--- src/sv/smsd_pkg.sv ---
// Shared types, constants and helper functions of the SMS user data hex decoder.
// No dependencies; the submodules, the top level and the testbench files import this package.
`timescale 1ns / 1ps

package smsd_pkg;

    // Decode modes held in the configuration register.
    typedef enum logic [1:0] {
        MODE_SEVEN = 2'd0,
        MODE_EIGHT = 2'd1,
        MODE_UCS2  = 2'd2,
        MODE_NONE  = 2'd3
    } t_mode;

    localparam logic [7:0] CHAR_ZERO     = 8'h30;
    localparam logic [7:0] CHAR_NINE     = 8'h39;
    // 'A' - 10: maps 'A'..'F' onto 10..15.
    localparam logic [7:0] HEX_ALPHA_OFS = 8'd55;
    localparam logic [2:0] LAST_PHASE    = 3'd6;
    localparam logic [2:0] SEPT_BITS     = 3'd7;

    typedef struct packed {
        logic [7:0] hex_high;
        logic [7:0] hex_low;
        logic       final_octet;
    } t_in_item;

    // Up to two results of one request; the second one always closes the run.
    typedef struct packed {
        logic [1:0] count;
        logic [7:0] char0;
        logic       last0;
        logic [7:0] char1;
    } t_dec_res;

    function automatic logic [3:0] nibble_of(input logic [7:0] ch);
        logic [7:0] diff;
        begin
            if (ch >= CHAR_ZERO && ch <= CHAR_NINE) begin
                diff = ch - CHAR_ZERO;
            end else begin
                diff = ch - HEX_ALPHA_OFS;
            end
            nibble_of = diff[3:0];
        end
    endfunction

endpackage

--- src/sv/smsd_ifs.sv ---
// Valid/ready channel interfaces for the decoder's input octets and output characters.
// Depends on nothing; used by the top level and its input and result stages.
`timescale 1ns / 1ps

interface smsd_in_if;
    logic       valid;
    logic       ready;
    logic [7:0] hex_high;
    logic [7:0] hex_low;
    logic       final_octet;

    modport source (output valid, output hex_high, output hex_low, output final_octet,
                    input ready);
    modport sink   (input valid, input hex_high, input hex_low, input final_octet,
                    output ready);
endinterface

interface smsd_out_if;
    logic       valid;
    logic       ready;
    logic [7:0] char_out;
    logic       run_last;

    modport source (output valid, output char_out, output run_last, input ready);
    modport sink   (input valid, input char_out, input run_last, output ready);
endinterface

--- src/sv/smsd_in_reg.sv ---
// Input register stage: captures one request from the input channel.
// Depends on smsd_pkg and smsd_in_if.
`timescale 1ns / 1ps

module smsd_in_reg
    import smsd_pkg::*;
(
    input  logic         i_clk,
    input  logic         i_rst_n,
    smsd_in_if.sink      i_in,
    input  logic         i_fire,
    output logic         o_valid,
    output t_in_item     o_item
);

    logic     r_valid;
    t_in_item r_item;

    // The register frees up in the same cycle that its request moves on.
    assign i_in.ready = !r_valid || i_fire;
    assign o_valid    = r_valid;
    assign o_item     = r_item;

    always_ff @(posedge i_clk) begin
        if (!i_rst_n) begin
            r_valid <= 1'b0;
        end else if (i_in.ready) begin
            r_valid <= i_in.valid;
        end
        if (i_in.valid && i_in.ready) begin
            r_item.hex_high    <= i_in.hex_high;
            r_item.hex_low     <= i_in.hex_low;
            r_item.final_octet <= i_in.final_octet;
        end
    end

endmodule

--- src/sv/smsd_decode.sv ---
// Octet decoder: mode register, septet/UCS2 state and the combinational decode.
// Depends on smsd_pkg.
`timescale 1ns / 1ps

module smsd_decode
    import smsd_pkg::*;
(
    input  logic         i_clk,
    input  logic         i_rst_n,
    input  logic         i_cfg_we,
    input  logic [1:0]   i_cfg_data,
    input  t_in_item     i_item,
    input  logic         i_fire,
    output t_dec_res     o_res
);

    t_mode       r_mode;
    logic [2:0]  r_phase;
    logic [6:0]  r_carry;
    logic [7:0]  r_held;
    logic        r_half;

    logic [2:0]  n_phase;
    logic [6:0]  n_carry;
    logic [7:0]  n_held;
    logic        n_half;

    logic [7:0]  octet;
    logic [14:0] shifted;
    logic [6:0]  sept;
    logic [7:0]  carry_out;

    always_comb begin
        octet     = {nibble_of(i_item.hex_high), nibble_of(i_item.hex_low)};
        shifted   = {7'd0, octet} << r_phase;
        sept      = shifted[6:0] | r_carry;
        carry_out = octet >> (SEPT_BITS - r_phase);

        n_phase = r_phase;
        n_carry = r_carry;
        n_held  = r_held;
        n_half  = r_half;
        o_res   = '0;

        unique case (r_mode)
            MODE_SEVEN: begin
                o_res.char0 = {1'b0, sept};
                if (r_phase == LAST_PHASE) begin
                    // Seventh octet of a group: the carried bits form one more septet.
                    o_res.count = 2'd2;
                    o_res.last0 = 1'b0;
                    o_res.char1 = {1'b0, carry_out[6:0]};
                    n_phase     = 3'd0;
                    n_carry     = 7'd0;
                end else begin
                    o_res.count = 2'd1;
                    o_res.last0 = 1'b1;
                    n_phase     = r_phase + 3'd1;
                    n_carry     = carry_out[6:0];
                end
            end
            MODE_EIGHT: begin
                o_res.count = 2'd1;
                o_res.char0 = octet;
                o_res.last0 = 1'b1;
            end
            MODE_UCS2: begin
                if (r_half) begin
                    o_res.count = 2'd2;
                    o_res.char0 = octet;
                    o_res.last0 = 1'b0;
                    o_res.char1 = r_held;
                    n_half      = 1'b0;
                end else begin
                    n_held = octet;
                    n_half = 1'b1;
                end
            end
            MODE_NONE: begin
                o_res.count = 2'd0;
            end
            default: begin
                o_res.count = 2'd0;
            end
        endcase

        if (i_item.final_octet) begin
            n_phase = 3'd0;
            n_carry = 7'd0;
            n_held  = 8'd0;
            n_half  = 1'b0;
        end
    end

    always_ff @(posedge i_clk) begin
        if (!i_rst_n) begin
            r_mode  <= MODE_SEVEN;
            r_phase <= 3'd0;
            r_carry <= 7'd0;
            r_held  <= 8'd0;
            r_half  <= 1'b0;
        end else begin
            if (i_cfg_we) begin
                r_mode <= t_mode'(i_cfg_data);
            end
            if (i_fire) begin
                r_phase <= n_phase;
                r_carry <= n_carry;
                r_held  <= n_held;
                r_half  <= n_half;
            end
        end
    end

endmodule

--- src/sv/smsd_out_stage.sv ---
// Result register with one pending slot for the second result of a request.
// Depends on smsd_pkg and smsd_out_if.
`timescale 1ns / 1ps

module smsd_out_stage
    import smsd_pkg::*;
(
    input  logic         i_clk,
    input  logic         i_rst_n,
    input  logic         i_fire,
    input  t_dec_res     i_res,
    output logic         o_free,
    smsd_out_if.source   o_out
);

    logic       r_valid;
    logic [7:0] r_char;
    logic       r_last;
    logic       r_pend;
    logic [7:0] r_pend_char;

    // New results may load once nothing remains after the current transfer.
    assign o_free         = !r_valid || (o_out.ready && !r_pend);
    assign o_out.valid    = r_valid;
    assign o_out.char_out = r_char;
    assign o_out.run_last = r_last;

    always_ff @(posedge i_clk) begin
        if (!i_rst_n) begin
            r_valid <= 1'b0;
            r_pend  <= 1'b0;
        end else if (i_fire) begin
            r_valid <= (i_res.count != 2'd0);
            r_pend  <= (i_res.count == 2'd2);
        end else if (r_valid && o_out.ready) begin
            r_valid <= r_pend;
            r_pend  <= 1'b0;
        end
        if (i_fire) begin
            r_char      <= i_res.char0;
            r_last      <= i_res.last0;
            r_pend_char <= i_res.char1;
        end else if (r_valid && o_out.ready && r_pend) begin
            r_char <= r_pend_char;
            r_last <= 1'b1;
        end
    end

endmodule

--- src/sv/sms_user_data_hex_decoder.sv ---
// A request passes the input register and then the result register, which loads it once free.
// Throughput: one request per cycle when each gives at most one result and no result
// stalls; a request with two results holds the single result register until both are taken.
// Reset (i_rst_n, synchronous, active low) empties both stages, sets 7-bit mode
// and clears septet phase, carry, held octet and pair flag.
`timescale 1ns / 1ps

module sms_user_data_hex_decoder
    import smsd_pkg::*;
(
    input  logic         i_clk,
    input  logic         i_rst_n,
    input  logic         i_cfg_we,
    input  logic [1:0]   i_cfg_data,
    smsd_in_if.sink      i_in,
    smsd_out_if.source   o_out
);

    logic     in_valid;
    t_in_item in_item;
    t_dec_res dec_res;
    logic     out_free;
    logic     fire;

    assign fire = in_valid && out_free;

    smsd_in_reg u_in_reg (
        .i_clk   (i_clk),
        .i_rst_n (i_rst_n),
        .i_in    (i_in),
        .i_fire  (fire),
        .o_valid (in_valid),
        .o_item  (in_item)
    );

    smsd_decode u_decode (
        .i_clk      (i_clk),
        .i_rst_n    (i_rst_n),
        .i_cfg_we   (i_cfg_we),
        .i_cfg_data (i_cfg_data),
        .i_item     (in_item),
        .i_fire     (fire),
        .o_res      (dec_res)
    );

    smsd_out_stage u_out_stage (
        .i_clk   (i_clk),
        .i_rst_n (i_rst_n),
        .i_fire  (fire),
        .i_res   (dec_res),
        .o_free  (out_free),
        .o_out   (o_out)
    );

endmodule

--- src/flat_wrapper.sv ---
// flat-port wrapper written by rule: the top's interface ports become plain ports
module sms_user_data_hex_decoder_flat import smsd_pkg::*;
  (i_clk, i_rst_n, i_cfg_we, i_cfg_data, i_in_valid, i_in_hex_high, i_in_hex_low, i_in_final_octet, i_in_ready, o_out_valid, o_out_char_out, o_out_run_last, o_out_ready);
  smsd_in_if i_in_i ();
  smsd_out_if o_out_i ();
  input  logic i_clk;
  input  logic i_rst_n;
  input  logic i_cfg_we;
  input  logic [1:0] i_cfg_data;
  input wire logic [$bits(i_in_i.valid)-1:0] i_in_valid;
  input wire logic [$bits(i_in_i.hex_high)-1:0] i_in_hex_high;
  input wire logic [$bits(i_in_i.hex_low)-1:0] i_in_hex_low;
  input wire logic [$bits(i_in_i.final_octet)-1:0] i_in_final_octet;
  output wire logic [$bits(i_in_i.ready)-1:0] i_in_ready;
  output wire logic [$bits(o_out_i.valid)-1:0] o_out_valid;
  output wire logic [$bits(o_out_i.char_out)-1:0] o_out_char_out;
  output wire logic [$bits(o_out_i.run_last)-1:0] o_out_run_last;
  input wire logic [$bits(o_out_i.ready)-1:0] o_out_ready;
  assign i_in_i.valid = i_in_valid;
  assign i_in_i.hex_high = i_in_hex_high;
  assign i_in_i.hex_low = i_in_hex_low;
  assign i_in_i.final_octet = i_in_final_octet;
  assign i_in_ready = i_in_i.ready;
  assign o_out_valid = o_out_i.valid;
  assign o_out_char_out = o_out_i.char_out;
  assign o_out_run_last = o_out_i.run_last;
  assign o_out_i.ready = o_out_ready;
  sms_user_data_hex_decoder u_core (.i_clk(i_clk), .i_rst_n(i_rst_n), .i_cfg_we(i_cfg_we), .i_cfg_data(i_cfg_data), .i_in(i_in_i), .o_out(o_out_i));
endmodule
--- config.mk ---
export PLATFORM = sky130hd
export DESIGN_NAME = sms_user_data_hex_decoder_flat
export DESIGN_NICKNAME = d
export VERILOG_FILES = /design/src/sv/smsd_pkg.sv /design/src/sv/smsd_ifs.sv /design/src/sv/smsd_in_reg.sv /design/src/sv/smsd_decode.sv /design/src/sv/smsd_out_stage.sv /design/src/sv/sms_user_data_hex_decoder.sv /design/src/flat_wrapper.sv
export SDC_FILE = /design/constraint.sdc
export NUM_CORES = 1
export LEC_CHECK = 0
export BUFFER_PORTS_ARGS = -buffer_cell sky130_fd_sc_hd__buf_2
export CAP_MARGIN = 20
export CORE_MARGIN = 5
export CORE_UTILIZATION = 61
export CTS_BUF_LIST = sky130_fd_sc_hd__clkbuf_8
export DETAILED_ROUTE_END_ITERATION = 8
export PLACE_DENSITY = 0.83
export SETUP_SLACK_MARGIN = 0.3
export SYNTH_ARGS = -nofsm -noshare
export SYNTH_HDL_FRONTEND = slang
export SYNTH_HIERARCHICAL = 1
export SYNTH_SLANG_ARGS = --single-unit
--- constraint.sdc ---
create_clock -name i_clk -period 3.3 [get_ports i_clk]
set_clock_uncertainty 0.2 [all_clocks]
set_input_delay 0 -clock i_clk [delete_from_list [all_inputs] [get_ports i_clk]]
set_output_delay 0 -clock i_clk [all_outputs]
set_load 0.02 [all_outputs]
After elaboration in Yosys (flattened, before gate mapping)
Cells that the tools add are included.
{ "totals": {"inputBits": 24, "regBits": 58, "out_inout_bits": 11} }
{ "op_classes": {"eq_ne": 6, "reduce_logical": 21, "addsub": 6, "magnitude_cmp": 4, "muxes": 29, "n_bitwise": 1, "shifts": 2} }
{ "op_table": {"columns": ["op", "count"], "rows": [
  ["8-bit two-way mux", 5],
  ["7-bit two-way mux", 4],
  ["9-bit case mux with 3 select lines", 1],
  ["19-bit two-way mux", 1],
  ["8-bit by 6-bit >= comparator with 1-bit output, second input constant", 2],
  ["8-bit by 6-bit less-or-equal comparator with 1-bit output, second input constant", 2],
  ["8-bit case mux with 2 select lines", 1],
  ["1-bit two-way mux", 10],
  ["2-bit nonzero test", 5],
  ["3-bit two-way mux", 3],
  ["4-bit two-way mux", 2],
  ["2-bit case mux with 4 select lines", 1],
  ["8-bit by 3-bit << shifter with 7-bit output", 1],
  ["8-bit by 3-bit right shift with 7-bit output", 1],
  ["4-bit by 1-bit subtractor with 4-bit output, second input constant", 2],
  ["4-bit by 3-bit subtractor with 4-bit output, second input constant", 2],
  ["1-bit logical AND", 7],
  ["7-bit bitwise OR", 1],
  ["2-bit equality test, second input constant", 3],
  ["2-bit AND reduction", 2],
  ["3-bit by 1-bit adder with 3-bit output, second input constant", 1],
  ["3-bit equality test, second input constant", 1],
  ["1-bit logical NOT", 3],
  ["3-bit AND reduction", 1],
  ["6 further kinds", 7]
]} }

Logic depth before layout (Yosys ltp)
Gate-level depths: netlist of the first run.
{ "logic_depth": {"word_depth": 7, "ltp_mapped": 9, "ltp_nobuf": 9} }

Cells and area by module
Netlist of the first run, hierarchy kept.
{ "by_module_without_submodules": {"columns": ["module", "area_per_inst_um2", "cells_each", "instances"], "rows": [
  ["smsd_decode", 1789.2, 223, 1],
  ["smsd_out_stage", 745.7, 40, 1],
  ["smsd_in_reg", 568.0, 22, 1],
  ["sms_user_data_hex_decoder", 6.3, 1, 1]
]} }

Least setup slack after synthesis of the first run
No wires, ideal clock.
{ "synth_timing": {"path_type": "reg2reg", "start": "register u_core.u_in_reg.r_item (netlist bit u_core/u_in_reg/o_item[1])", "end": "register u_core.u_out_stage.r_char[2], in the netlist u_core/u_out_stage/o_out.char_out[2], data pin", "arrival_ns": 2.201, "setup_ns": 0.260, "required_time_ns": 2.840, "path_slack_ns": 0.639, "path_stages_with_launch": 10, "n_path_buf": 0, "cell_sequence": "edfxtp_1 > inv_1 > ha_1 > o21bai_4 > a21oi_4 > mux2i_1 > mux2_2 > o22ai_1 > a221o_1 > mux2_4"} }
{ "synth_rtl": {"columns": ["element", "line", "rtl"], "rows": [
  ["start: declaration", "smsd_in_reg.sv:17", "t_in_item r_item;"],
  ["end signal: assignment", "smsd_out_stage.sv:40", "r_char <= i_res.char0;"],
  ["end signal: assignment", "smsd_out_stage.sv:44", "r_char <= r_pend_char;"],
  ["end: declaration", "smsd_out_stage.sv:17", "logic [7:0] r_char;"]
]} }

==> flow_summary.html, run 1 <==
<table>
<tr><th>Metric</th><th>Value</th></tr>
<tr><th colspan="2">Outcome</th></tr>
<tr><td>Outcome</td><td>completed</td></tr>
<tr><th colspan="2">Floorplanning</th></tr>
<tr><td>Core area</td><td>0.00504 mm^2</td></tr>
<tr><td>Ports</td><td>35</td></tr>
<tr><td>Chip width</td><td>approximately 81 um</td></tr>
<tr><td>Row cnt</td><td>26</td></tr>
<tr><td>Die height</td><td>81.4 um</td></tr>
<tr><td>Full die area</td><td>0.00663 mm^2</td></tr>
<tr><td>Starting density of the core</td><td>a little over 60%</td></tr>
<tr><th colspan="2">Timing</th></tr>
<tr><td>Number of setup violations in the final report</td><td>0</td></tr>
<tr><td>Post-route minimum period</td><td>2.89 ns</td></tr>
<tr><td>Highest achievable clock rate</td><td>346 MHz</td></tr>
<tr><td>Worst Hold Slack</td><td>0.175 ns</td></tr>
<tr><td>Setup repair after global routing missed its margin</td><td>yes</td></tr>
<tr><td>Setup TNS after final layout</td><td>0 ns</td></tr>
<tr><td>Slew Limit Headroom</td><td>36.8%</td></tr>
<tr><td>Part of the cycle the worst path needs</td><td>87.7%</td></tr>
<tr><td>Final Hold Viols</td><td>0</td></tr>
<tr><td>Slew at the pin with the worst max-slew slack</td><td>around 0.94 ns</td></tr>
<tr><td>Number of max-slew violations in the final report</td><td>0</td></tr>
<tr><th colspan="2">Cells and area</th></tr>
<tr><td>Synth-to-layout area growth</td><td>23.3%</td></tr>
<tr><td>Post-route core utilization</td><td>76.1%</td></tr>
<tr><td>Ant diodes</td><td>0</td></tr>
<tr><td>Commonest cells after routing, fill and taps aside</td><td>buf_2, edfxtp_1, nor2_1</td></tr>
<tr><td>Final non-filler cell area</td><td>roughly 0.0038 mm^2</td></tr>
<tr><td>Proportion of layout cells with a drive suffix above 1</td><td>23.7%</td></tr>
<tr><td>Final-stage net count</td><td>386</td></tr>
<tr><th colspan="2">Critical path</th></tr>
<tr><td>Depth of the most critical reg-to-reg path</td><td>9</td></tr>
<tr><td>Startpoint type of the worst setup path</td><td>flop</td></tr>
<tr><td>Worst setup path start</td><td>u_core/u_in_reg/o_item[2]$_DFFE_PP_</td></tr>
<tr><td>Class of the most critical setup path</td><td>flop to flop</td></tr>
<tr><td>Critical Path AT</td><td>2.90 ns</td></tr>
<tr><td>R2r endpoint</td><td>u_core/u_out_stage/o_out.char_out[4]$_DFFE_PP_</td></tr>
<tr><td>Critical Path End Type</td><td>flop</td></tr>
<tr><td>Worst reg2reg startpoint</td><td>u_core/u_in_reg/o_item[2]$_DFFE_PP_</td></tr>
<tr><td>Data required time at the worst endpoint</td><td>3.30 ns</td></tr>
<tr><td>Largest driver fanout on the critical path</td><td>4</td></tr>
<tr><td>Reg-to-reg slack, setup</td><td>0.41 ns</td></tr>
<tr><th colspan="2">Synth</th></tr>
<tr><td>Total of flip-flops plus latches after synthesis</td><td>between 50 and 60</td></tr>
<tr><td>Number of synthesized flops with an enable pin</td><td>34</td></tr>
<tr><td>Sequential element share of the synthesized area</td><td>between 40% and 50%</td></tr>
<tr><td>Synth unique cells</td><td>60</td></tr>
<tr><td>Synth warn</td><td>6</td></tr>
<tr><td>Syn nets</td><td>~320</td></tr>
<tr><td>Post-Synthesis Cell Area</td><td>0.00311 mm^2</td></tr>
<tr><td>Most used flip-flop cell after synthesis</td><td>edfxtp_1</td></tr>
<tr><td>Number of cells produced by synthesis</td><td>around 290</td></tr>
<tr><td>Mean post-synth cell area</td><td>10.9 um^2</td></tr>
<tr><td>Post-synth ARST share</td><td>0%</td></tr>
<tr><th colspan="2">Clocking</th></tr>
<tr><td>Number of sinks handled by clock tree synthesis</td><td>58</td></tr>
<tr><td>Number of H-tree levels</td><td>3</td></tr>
<tr><td>Clock Path Buffers</td><td>2</td></tr>
<tr><td>Cell at the root of the clock tree</td><td>clkbuf_8</td></tr>
<tr><td>Total CTS buffers</td><td>9</td></tr>
<tr><td>TritonCTS clock tree</td><td>yes</td></tr>
<tr><td>Clock insertion delay at the later pin of the skew report</td><td>around 0.33 ns</td></tr>
<tr><td>Post-CTS clock slew at the launch and capture registers of the worst setup and hold paths</td><td>0.06 ns</td></tr>
<tr><th colspan="2">Power and ir drop</th></tr>
<tr><td>Sw Ratio</td><td>a little over a quarter</td></tr>
<tr><td>Peak supply drop</td><td>approximately 0.36 mV</td></tr>
<tr><td>Total leakage power</td><td>roughly 1.5 nW</td></tr>
<tr><td>Clock network fraction of design power</td><td>between 30% and 40%</td></tr>
<tr><td>Switching Power</td><td>between 0.4 and 0.5 mW</td></tr>
<tr><td>Ratio of total power to cell area</td><td>between 400 and 500 mW/mm^2</td></tr>
<tr><td>Combinational group share of total power</td><td>16.6%</td></tr>
<tr><td>Internal power contribution</td><td>1.23 mW</td></tr>
<tr><td>Seq pwr share</td><td>49.5%</td></tr>
<tr><th colspan="2">Route</th></tr>
<tr><td>Routed via count</td><td>2549</td></tr>
<tr><td>Remaining antenna violation count</td><td>0</td></tr>
<tr><td>Iteration-0 DRC count of the detailed router</td><td>463</td></tr>
<tr><td>Detailed-routing wirelength on met1</td><td>3040 um</td></tr>
<tr><td>Highest metal layer used by the detailed router</td><td>met4</td></tr>
<tr><td>Via-per-instance ratio</td><td>5.94</td></tr>
<tr><td>Average detailed-routed wire length per instance</td><td>about 18 um</td></tr>
<tr><td>DRC violation count after routing</td><td>0</td></tr>
<tr><td>First-pass iteration count of the detailed router</td><td>5</td></tr>
<tr><td>WL final</td><td>7610 um</td></tr>
<tr><td>Wire length on met3</td><td>slightly below 800 um</td></tr>
<tr><td>Met2 Wirelength</td><td>3610 um</td></tr>
<tr><th colspan="2">Placement</th></tr>
<tr><td>Final RePlAce weighted congestion</td><td>approximately 1.0</td></tr>
<tr><td>Standard cell area after detailed placement</td><td>0.00335 mm^2</td></tr>
<tr><td>Count of port buffers added during placement</td><td>34</td></tr>
<tr><td>Detailed Place HPWL</td><td>5160 um</td></tr>
<tr><th colspan="2">Global routing</th></tr>
<tr><td>Initial antenna violation count</td><td>0</td></tr>
<tr><td>Gr usage total</td><td>25.1%</td></tr>
<tr><td>Via count of the first global-routing pass</td><td>2448</td></tr>
<tr><td>Remaining global-route overflow</td><td>0</td></tr>
<tr><td>Largest net degree at the start of global routing</td><td>24</td></tr>
<tr><td>First-pass GRT wire length</td><td>12400 um</td></tr>
<tr><th colspan="2">Hold path</th></tr>
<tr><td>Worst hold start</td><td>i_in_hex_low[3]</td></tr>
<tr><td>Path category of the worst min-delay check</td><td>input port to flop</td></tr>
<tr><td>Endpoint with the worst hold slack</td><td>u_core/u_in_reg/o_item[4]$_DFFE_PP_</td></tr>
<tr><td>Cells on Worst Hold Path</td><td>2</td></tr>
<tr><th colspan="2">Run</th></tr>
<tr><td>Total of max-cap violations</td><td>0</td></tr>
</table>
layout make-up:
| cell class | instances | area (um^2) |
|---|---|---|
| Clock buffer | 11 | 151 |
| Tap cell | 70 | 87.6 |
| Timing Repair Buffer | 68 | 490 |
| Multi-Input combinational cell | 203 | 1530 |
| Fill cell | 335 | 1210 |
| Sequential cell | 58 | 1500 |
| Inverter | 14 | 52.6 |
| Clock inverter | 5 | 22.5 |
power groups by stage:
stage               Clock (mW)  Sequential [mW]  Combinational [mW]
CTS                      0.572            0.828               0.261
finish                   0.565            0.828               0.278
detailed placement           0            0.843               0.235
global placement             0            0.841               0.228
floorplan                    0            0.845               0.162
global route             0.611            0.831               0.297
registers in the layout, summed over array words and instances (netlist names), 2 cells and up:
name	count
u_core/u_out_stage/r_pend_char	8
u_core/u_in_reg/o_item	17
u_core/u_out_stage/o_out.char_out	8
u_core/u_decode/r_held	8
u_core/u_decode/r_carry	7
u_core/u_decode/r_phase	3
u_core/u_decode/r_mode	2
metal layers:
layer,global-route usage [%],vias to the layer above
li1,-,1203
met1,33.5,1161
met3,6.10,23
met2,40.4,162
met5,0,-
met4,7.43,0
cell usage after synthesis (4+ instances only):
cell	number	area (um^2)
dfxtp_1	24	480
o21ai_0	12	60.1
nor2_1	33	124
clkbuf_1	9	33.8
a21oi_1	15	75.1
mux2i_1	13	130
nand3_1	11	55.1
o31ai_1	4	30.0
ha_1	8	100
edfxtp_1	34	1020
nor3_1	4	20.0
o22ai_1	7	43.8
nand2_1	17	63.8
inv_1	13	48.8
mux2_4	8	120
a31oi_1	4	25.0
a22oi_1	6	45.0
worst max-delay path by stage:
stage	endpoint	cells past startpoint
floorplan	u_core/u_out_stage/o_out.char_out[2]$_DFFE_PP_	9
global route	u_core/u_out_stage/o_out.char_out[2]$_DFFE_PP_	9
finish	u_core/u_out_stage/o_out.char_out[4]$_DFFE_PP_	9
detailed placement	u_core/u_out_stage/o_out.char_out[2]$_DFFE_PP_	9
CTS	u_core/u_out_stage/o_out.char_out[2]$_DFFE_PP_	9
global placement	u_core/u_out_stage/o_out.char_out[5]$_DFFE_PP_	9
kinds of logic after synthesis:
| family | count (synthesis) | synth area share, % |
|---|---|---|
| xor gates and xnor gates | 3 | 0.845 |
| buffers and inverters | 25 | 3.26 |
| and+or+nand+nor | 90 | 15.7 |
| DFF | 58 | 48.3 |
| AOI/OAI and AO/OA | 76 | 17.7 |
| adders and majority gates | 8 | 3.22 |
| muxes | 26 | 11.1 |
per-stage QoR:
step / std cells / worst slack, ns / power [mW]
detailed placement: 383 / 0.334 / 1.08
floorplan: 286 / 0.639 / 1.01
global placement: 383 / 0.423 / 1.07
global route: 429 / 0.273 / 1.74
CTS: 425 / 0.328 / 1.66
finish: 429 / 0.407 / 1.67
worst max-delay path, stage by stage (launching register included):
cell and delay [ns]:
edfxtp_1 0.44, inv_1 0.14, ha_1 0.22, o21bai_4 0.10, or2_1 0.23, a31o_2 0.27, mux4_1 0.57, or2_1 0.24
a21oi_1 0.19, mux2_4 0.17
what timing repair did:
| action | 4_1_cts | 5_1_grt |
|---|---|---|
| hold endpoints to repair | 41 | 0 |
| endpoints found under the setup margin | 0 | 5 |
| hold buffers | 26 | 0 |
| setup buffers | 0 | 4 |
| gates resized for setup | 0 | 4 |
Power figures use the tool's default switching activity.
==> run 2, diff against run 1 <==
==> constraint.sdc (replaced) <==
create_clock -name i_clk -period 3.3 [get_ports i_clk]
set_clock_uncertainty 0.2 [all_clocks]
set_input_delay 0.66 -clock i_clk [delete_from_list [all_inputs] [get_ports i_clk]]
set_output_delay 0.66 -clock i_clk [all_outputs]
set_load 0.02 [all_outputs]
==> flow_summary.html, run 2 (synthesis gave the netlist of run 1 again) <==
<table>
<tr><th>Metric</th><th>Value</th></tr>
<tr><th colspan="2">Outcome</th></tr>
<tr><td>Outcome</td><td>completed (unchanged)</td></tr>
<tr><th colspan="2">Cells and area</th></tr>
<tr><td>Final-stage net count</td><td>360 (was 386)</td></tr>
<tr><td>Ant diodes</td><td>0 (unchanged)</td></tr>
<tr><td>Commonest cells after routing, fill and taps aside</td><td>buf_2, edfxtp_1, nor2_1 (unchanged)</td></tr>
<tr><td>Flip-flop count of the largest register, all copies and words added</td><td>17 (unchanged)</td></tr>
<tr><td>Proportion of layout cells with a drive suffix above 1</td><td>25.5% (was 23.7%)</td></tr>
<tr><td>Post-route core utilization</td><td>71.0% (was 76.1%)</td></tr>
<tr><td>Synth-to-layout area growth</td><td>15.2% (was 23.3%)</td></tr>
<tr><td>Count of fill cells added during filler insertion</td><td>353 (was 335)</td></tr>
<tr><th colspan="2">Route</th></tr>
<tr><td>Iteration-0 DRC count of the detailed router</td><td>386 (was 463)</td></tr>
<tr><td>Remaining antenna violation count</td><td>0 (unchanged)</td></tr>
<tr><td>WL final</td><td>7380 um (was 7610 um)</td></tr>
<tr><td>DRC violation count after routing</td><td>0 (unchanged)</td></tr>
<tr><td>Routed via count</td><td>2426 (was 2549)</td></tr>
<tr><td>First-pass iteration count of the detailed router</td><td>5 (unchanged)</td></tr>
<tr><td>Via-per-instance ratio</td><td>6.02 (was 5.94)</td></tr>
<tr><td>Average detailed-routed wire length per instance</td><td>18.3 um (was 17.7 um)</td></tr>
<tr><th colspan="2">Timing</th></tr>
<tr><td>Setup repair after global routing missed its margin</td><td>yes (unchanged)</td></tr>
<tr><td>Number of setup violations in the final report</td><td>0 (unchanged)</td></tr>
<tr><td>Setup TNS after final layout</td><td>0 ns (unchanged)</td></tr>
<tr><td>Slew Limit Headroom</td><td>45.6% (was 36.8%)</td></tr>
<tr><td>Highest achievable clock rate</td><td>342 MHz (was 346 MHz)</td></tr>
<tr><td>Post-route minimum period</td><td>2.93 ns (was 2.89 ns)</td></tr>
<tr><td>Final Hold Viols</td><td>0 (unchanged)</td></tr>
<tr><td>Part of the cycle the worst path needs</td><td>88.7% (was 87.7%)</td></tr>
<tr><td>Slew at the pin with the worst max-slew slack</td><td>0.811 ns (was 0.939 ns)</td></tr>
<tr><td>Worst setup slack after layout</td><td>0.373 ns (was 0.407 ns)</td></tr>
<tr><td>Number of max-slew violations in the final report</td><td>0 (unchanged)</td></tr>
<tr><td>Worst Hold Slack</td><td>0.288 ns (was 0.175 ns)</td></tr>
<tr><th colspan="2">Critical path</th></tr>
<tr><td>Worst setup path start</td><td>u_core/u_in_reg/o_item[1]$_DFFE_PP_ (was u_core/u_in_reg/o_item[2]$_DFFE_PP_)</td></tr>
<tr><td>Startpoint type of the worst setup path</td><td>flop (unchanged)</td></tr>
<tr><td>Worst reg2reg startpoint</td><td>u_core/u_in_reg/o_item[1]$_DFFE_PP_ (was u_core/u_in_reg/o_item[2]$_DFFE_PP_)</td></tr>
<tr><td>Critical Path End Type</td><td>flop (unchanged)</td></tr>
<tr><td>Largest driver fanout on the critical path</td><td>7 (was 4)</td></tr>
<tr><td>Data required time at the worst endpoint</td><td>3.18 ns (was 3.30 ns)</td></tr>
<tr><td>Class of the most critical setup path</td><td>flop to flop (unchanged)</td></tr>
<tr><td>Critical Path AT</td><td>2.81 ns (was 2.90 ns)</td></tr>
<tr><th colspan="2">Clocking</th></tr>
<tr><td>Number of H-tree levels</td><td>3 (unchanged)</td></tr>
<tr><td>Number of sinks handled by clock tree synthesis</td><td>58 (unchanged)</td></tr>
<tr><td>TritonCTS clock tree</td><td>yes (unchanged)</td></tr>
<tr><td>Total CTS buffers</td><td>9 (unchanged)</td></tr>
<tr><td>Clock insertion delay at the later pin of the skew report</td><td>0.34 ns (was 0.33 ns)</td></tr>
<tr><td>Clock Path Buffers</td><td>2 (unchanged)</td></tr>
<tr><td>Cell at the root of the clock tree</td><td>clkbuf_8 (unchanged)</td></tr>
<tr><td>Post-CTS clock slew at the launch and capture registers of the worst setup and hold paths</td><td>0.06 ns (about the same)</td></tr>
<tr><td>Count of hold-fix buffers inserted at cts</td><td>0 (was 26)</td></tr>
<tr><th colspan="2">Floorplanning</th></tr>
<tr><td>Ports</td><td>35 (unchanged)</td></tr>
<tr><td>Starting density of the core</td><td>61.7% (unchanged)</td></tr>
<tr><td>Die height</td><td>81.4 um (unchanged)</td></tr>
<tr><td>Full die area</td><td>0.00663 mm^2 (unchanged)</td></tr>
<tr><td>Core area</td><td>0.00504 mm^2 (unchanged)</td></tr>
<tr><td>Chip width</td><td>81.4 um (unchanged)</td></tr>
<tr><td>Row cnt</td><td>26 (unchanged)</td></tr>
<tr><th colspan="2">Placement</th></tr>
<tr><td>Count of port buffers added during placement</td><td>34 (unchanged)</td></tr>
<tr><td>Detailed Place HPWL</td><td>5250 um (was 5160 um)</td></tr>
<tr><td>Final RePlAce weighted congestion</td><td>1.01 (was 1.00)</td></tr>
<tr><td>Worst setup timing slack at the placement stage</td><td>0.276 ns (was 0.334 ns)</td></tr>
<tr><th colspan="2">Power and ir drop</th></tr>
<tr><td>Ratio of total power to cell area</td><td>461 mW/mm^2 (was 436 mW/mm^2)</td></tr>
<tr><td>Total leakage power</td><td>1.36 nW (was 1.47 nW)</td></tr>
<tr><td>Peak supply drop</td><td>0.298 mV (was 0.358 mV)</td></tr>
<tr><th colspan="2">Global routing</th></tr>
<tr><td>First-pass GRT wire length</td><td>11800 um (was 12400 um)</td></tr>
<tr><td>Remaining global-route overflow</td><td>0 (unchanged)</td></tr>
<tr><td>Gr usage total</td><td>24.3% (was 25.1%)</td></tr>
<tr><td>Initial antenna violation count</td><td>0 (unchanged)</td></tr>
<tr><td>Largest net degree at the start of global routing</td><td>24 (unchanged)</td></tr>
<tr><td>Via count of the first global-routing pass</td><td>2342 (was 2448)</td></tr>
<tr><th colspan="2">Hold path</th></tr>
<tr><td>Path category of the worst min-delay check</td><td>flop to flop (was input port to flop)</td></tr>
<tr><td>Worst hold start</td><td>u_core/u_decode/r_carry[4]$_SDFFE_PN0P_ (was i_in_hex_low[3])</td></tr>
<tr><th colspan="2">Run</th></tr>
<tr><td>Total of max-cap violations</td><td>0 (unchanged)</td></tr>
</table>
[run 2: worst max-delay path: stages, from the launching register on]
cell	delay, ns
edfxtp_1	0.43
inv_1	0.17
ha_1	0.24
o21bai_4	0.09
a21oi_4	0.24
mux2i_4	0.37
mux2_2	0.23
o22ai_1	0.08
a221o_1	0.35
mux2_4	0.26
[run 2: where the power goes]
| part | leakage, nW | internal [mW] | switching (mW) |
|---|---|---|---|
| sequential | 0.522 | 0.803 | 0.0255 |
| clock | 0.0954 | 0.302 | 0.269 |
| combinational | 0.745 | 0.106 | 0.143 |
[run 2: final cells by class]
cell class | instances | area, um^2 | share of cell area, %
inverter | 14 | 52.6 | 1.47
clock inverter | 5 | 21.3 | 0.594
clock buffer | 11 | 151 | 4.23
tap | 70 | 87.6 | 2.45
sequential | 58 | 1500 | 41.9
multi-input combinational | 203 | 1540 | 42.9
timing repair buffer | 42 | 230 | 6.43
[run 2: metrics by stage]
step                instances  power [mW]  area [um^2]
floorplan                 286        1.01         3110
global placement          385        1.07         3360
detailed placement        385        1.08         3360
CTS                       401        1.65         3540
global route              403        1.72         3580
finish                    403        1.65         3580
[run 2: repair_timing]
action / in CTS / in global routing
setup buffers: 0 / 2
resized for setup: 1 / 4
endpoints found under the setup margin: 1 / 6
[run 2: path summary, 6_finish.rpt]
path | slack [ns] | endpoint | cells after the start
worst max-delay path | 0.37 | u_core/u_out_stage/o_out.char_out[2]$_DFFE_PP_ | 9
worst min-delay path | 0.29 | u_core/u_decode/r_carry[4]$_SDFFE_PN0P_ | 2
worst max register to register | 0.37 | u_core/u_out_stage/o_out.char_out[2]$_DFFE_PP_ | 9
worst min register to register | 0.29 | u_core/u_decode/r_carry[4]$_SDFFE_PN0P_ | 2
[run 2: routing by layer]
layer	global-route usage, %	vias to the layer above	part of all wire, %
met3	7.65	20	8.8
met5	0	-	0
met4	9.97	0	2.5
met1	32.1	1128	42
li1	-	1157	-
met2	37.1	121	47
==> run 3, diff against run 2 <==
Settings changed: CORE_UTILIZATION 61 to 46, PLACE_DENSITY 0.83 to 0.65.
==> flow_summary.html, run 3 (synthesis gave the netlist of run 1 again) <==
<table>
<tr><th>Metric</th><th>Value</th></tr>
<tr><th colspan="2">Placement</th></tr>
<tr><td>Number of cells after detailed placement</td><td>395 (was 385)</td></tr>
<tr><td>Final RePlAce weighted congestion</td><td>0.962 (was 1.01)</td></tr>
<tr><td>Detailed Place HPWL</td><td>5100 um (was 5250 um)</td></tr>
<tr><td>Count of port buffers added during placement</td><td>34 (unchanged)</td></tr>
<tr><th colspan="2">Floorplanning</th></tr>
<tr><td>Full die area</td><td>0.00850 mm^2 (was 0.00663 mm^2)</td></tr>
<tr><td>Ports</td><td>35 (unchanged)</td></tr>
<tr><td>Die height</td><td>92.2 um (was 81.4 um)</td></tr>
<tr><td>Chip width</td><td>92.2 um (was 81.4 um)</td></tr>
<tr><td>Row cnt</td><td>30 (was 26)</td></tr>
<tr><td>Core area</td><td>0.00668 mm^2 (was 0.00504 mm^2)</td></tr>
<tr><td>Starting density of the core</td><td>46.5% (was 61.7%)</td></tr>
<tr><th colspan="2">Timing</th></tr>
<tr><td>Slew at the pin with the worst max-slew slack</td><td>0.800 ns (was 0.811 ns)</td></tr>
<tr><td>Number of max-slew violations in the final report</td><td>0 (unchanged)</td></tr>
<tr><td>Slew Limit Headroom</td><td>46.3% (was 45.6%)</td></tr>
<tr><td>Setup TNS after final layout</td><td>0 ns (unchanged)</td></tr>
<tr><td>Part of the cycle the worst path needs</td><td>86.7% (was 88.7%)</td></tr>
<tr><td>Final Hold Viols</td><td>0 (unchanged)</td></tr>
<tr><td>Highest achievable clock rate</td><td>350 MHz (was 342 MHz)</td></tr>
<tr><td>Post-route minimum period</td><td>2.86 ns (was 2.93 ns)</td></tr>
<tr><td>Number of setup violations in the final report</td><td>0 (unchanged)</td></tr>
<tr><td>Setup repair after global routing missed its margin</td><td>no (was yes)</td></tr>
<tr><th colspan="2">Critical path</th></tr>
<tr><td>Largest driver fanout on the critical path</td><td>4 (was 7)</td></tr>
<tr><td>Class of the most critical setup path</td><td>flop to flop (unchanged)</td></tr>
<tr><td>Library cell appearing most often on the critical path</td><td>or2_1</td></tr>
<tr><td>Startpoint type of the worst setup path</td><td>flop (unchanged)</td></tr>
<tr><td>CP max stage cell</td><td>mux4_1 (was edfxtp_1)</td></tr>
<tr><td>Data required time at the worst endpoint</td><td>3.32 ns (was 3.18 ns)</td></tr>
<tr><td>Crit-path cells</td><td>inv_1 -&gt; ha_1 -&gt; o21bai_4 -&gt; or2_1 -&gt; a31o_2 -&gt; mux4_1 -&gt; or2_1 -&gt; a21oi_1 -&gt; mux2_4 (was inv_1 -&gt; ha_1 -&gt; o21bai_4 -&gt; a21oi_4 -&gt; mux2i_4 -&gt; mux2_2 -&gt; o22ai_1 -&gt; a221o_1 -&gt; mux2_4)</td></tr>
<tr><td>Critical Path End Type</td><td>flop (unchanged)</td></tr>
<tr><td>Critical Path AT</td><td>2.88 ns (was 2.81 ns)</td></tr>
<tr><td>Maximum cell stage delay along the critical path</td><td>0.55 ns (was 0.43 ns)</td></tr>
<tr><th colspan="2">Cells and area</th></tr>
<tr><td>Flip-flop count of the largest register, all copies and words added</td><td>17 (unchanged)</td></tr>
<tr><td>Commonest cells after routing, fill and taps aside</td><td>buf_2, edfxtp_1, nor2_1 (unchanged)</td></tr>
<tr><td>Proportion of layout cells with a drive suffix above 1</td><td>25.8% (was 25.5%)</td></tr>
<tr><td>Non-filler cells, final</td><td>413 (was 403)</td></tr>
<tr><td>Ant diodes</td><td>0 (unchanged)</td></tr>
<tr><td>Final-stage net count</td><td>360 (unchanged)</td></tr>
<tr><td>Count of fill cells added during filler insertion</td><td>606 (was 353)</td></tr>
<tr><td>Synth-to-layout area growth</td><td>18.8% (was 15.2%)</td></tr>
<tr><th colspan="2">Route</th></tr>
<tr><td>First-pass iteration count of the detailed router</td><td>5 (unchanged)</td></tr>
<tr><td>Average detailed-routed wire length per instance</td><td>17.0 um (was 18.3 um)</td></tr>
<tr><td>Highest metal layer used by the detailed router</td><td>met4 (unchanged)</td></tr>
<tr><td>Detailed-routing wirelength on met1</td><td>3100 um (unchanged)</td></tr>
<tr><td>Routed via count</td><td>2435 (was 2426)</td></tr>
<tr><td>Iteration-0 DRC count of the detailed router</td><td>330 (was 386)</td></tr>
<tr><td>WL final</td><td>7030 um (was 7380 um)</td></tr>
<tr><td>Remaining antenna violation count</td><td>0 (unchanged)</td></tr>
<tr><td>Wire length on met3</td><td>549 um (was 651 um)</td></tr>
<tr><td>Via-per-instance ratio</td><td>5.90 (was 6.02)</td></tr>
<tr><td>Met2 Wirelength</td><td>3230 um (was 3450 um)</td></tr>
<tr><td>DRC violation count after routing</td><td>0 (unchanged)</td></tr>
<tr><th colspan="2">Power and ir drop</th></tr>
<tr><td>Peak supply drop</td><td>0.312 mV (was 0.298 mV)</td></tr>
<tr><td>Ratio of total power to cell area</td><td>524 mW/mm^2 (was 461 mW/mm^2)</td></tr>
<tr><td>Total leakage power</td><td>1.40 nW (was 1.36 nW)</td></tr>
<tr><th colspan="2">Clocking</th></tr>
<tr><td>TritonCTS clock tree</td><td>yes (unchanged)</td></tr>
<tr><td>Cell at the root of the clock tree</td><td>clkbuf_8 (unchanged)</td></tr>
<tr><td>Clock Path Buffers</td><td>2 (unchanged)</td></tr>
<tr><td>Post-CTS clock slew at the launch and capture registers of the worst setup and hold paths</td><td>0.07 ns (was 0.06 ns)</td></tr>
<tr><td>Total CTS buffers</td><td>9 (unchanged)</td></tr>
<tr><td>Clock insertion delay at the later pin of the skew report</td><td>0.34 ns (about the same)</td></tr>
<tr><td>Number of sinks handled by clock tree synthesis</td><td>58 (unchanged)</td></tr>
<tr><td>Number of H-tree levels</td><td>3 (unchanged)</td></tr>
<tr><th colspan="2">Run</th></tr>
<tr><td>Total of max-cap violations</td><td>0 (unchanged)</td></tr>
<tr><th colspan="2">Global routing</th></tr>
<tr><td>Initial antenna violation count</td><td>0 (unchanged)</td></tr>
<tr><td>Remaining global-route overflow</td><td>0 (unchanged)</td></tr>
<tr><td>First-pass GRT wire length</td><td>11600 um (was 11800 um)</td></tr>
<tr><td>Gr usage total</td><td>17.7% (was 24.3%)</td></tr>
<tr><td>Via count of the first global-routing pass</td><td>2342 (unchanged)</td></tr>
<tr><td>Largest net degree at the start of global routing</td><td>22 (was 24)</td></tr>
<tr><th colspan="2">Hold path</th></tr>
<tr><td>Path category of the worst min-delay check</td><td>flop to flop (unchanged)</td></tr>
<tr><th colspan="2">Outcome</th></tr>
<tr><td>Outcome</td><td>completed (unchanged)</td></tr>
</table>
[run 3: timing repair]
item	4_1_cts	5_1_grt
setup endpoints to repair	1	6
hold buffers	0	0
gates cloned	0	0
pin swaps	0	1
resized for setup	1	6
buffers inserted	0	2
[run 3: final timing paths]
path	endpoint	depth (start not counted)	slack (ns)	start
min	u_core/u_decode/r_held[7]$_SDFFE_PN0P_	2	0.29	u_core/u_decode/r_held[7]$_SDFFE_PN0P_
max reg2reg	u_core/u_out_stage/o_out.char_out[4]$_DFFE_PP_	9	0.44	u_core/u_in_reg/o_item[1]$_DFFE_PP_
min reg2reg	u_core/u_decode/r_held[7]$_SDFFE_PN0P_	2	0.29	u_core/u_decode/r_held[7]$_SDFFE_PN0P_
max	u_core/u_out_stage/o_out.char_out[4]$_DFFE_PP_	9	0.44	u_core/u_in_reg/o_item[1]$_DFFE_PP_
[run 3: power breakdown]
group	internal, mW	switching, mW
registers	0.803	0.0263
clock network	0.571	0.284
logic	0.108	0.143
[run 3: area by class of cell]
| type | instances | area, um^2 | share of cell area, % |
|---|---|---|---|
| timing repair buffer | 42 | 230 | 6.23 |
| multi-input combinational | 203 | 1550 | 42.1 |
| clock inverter | 7 | 133 | 3.59 |
| clock buffer | 9 | 124 | 3.35 |
| sequential | 58 | 1500 | 40.6 |
| tap | 80 | 100 | 2.71 |
| inverter | 14 | 52.6 | 1.42 |
[run 3: per-stage QoR]
step	setup WS, ns	hold WS (ns)	util [%]	power [mW]	instance area [um^2]
floorplan	0.621	0.243	-	1.01	3110
global placement	0.315	0.267	50.5	1.08	3380
detailed placement	0.295	0.275	50.5	1.08	3380
CTS	0.305	0.275	54.5	1.94	3640
global route	0.301	0.265	55.3	2.02	3690
finish	0.440	0.286	55.3	1.94	3690
[run 3: worst max-delay path, delay by kind of cell (launching register included)]
kind,cells,cell delay [ns]
and+or+nand+nor,2,0.48
muxes,2,0.72
buffers and inverters,1,0.17
DFF,1,0.43
adders and majority gates,1,0.21
AOI/OAI and AO/OA,3,0.52
[run 3: layer usage]
layer  up-vias  GRT usage [%]
met5         -              0
met4         0           6.19
met3        15           5.91
met2       111           27.1
met1      1156           23.5
li1       1153              -
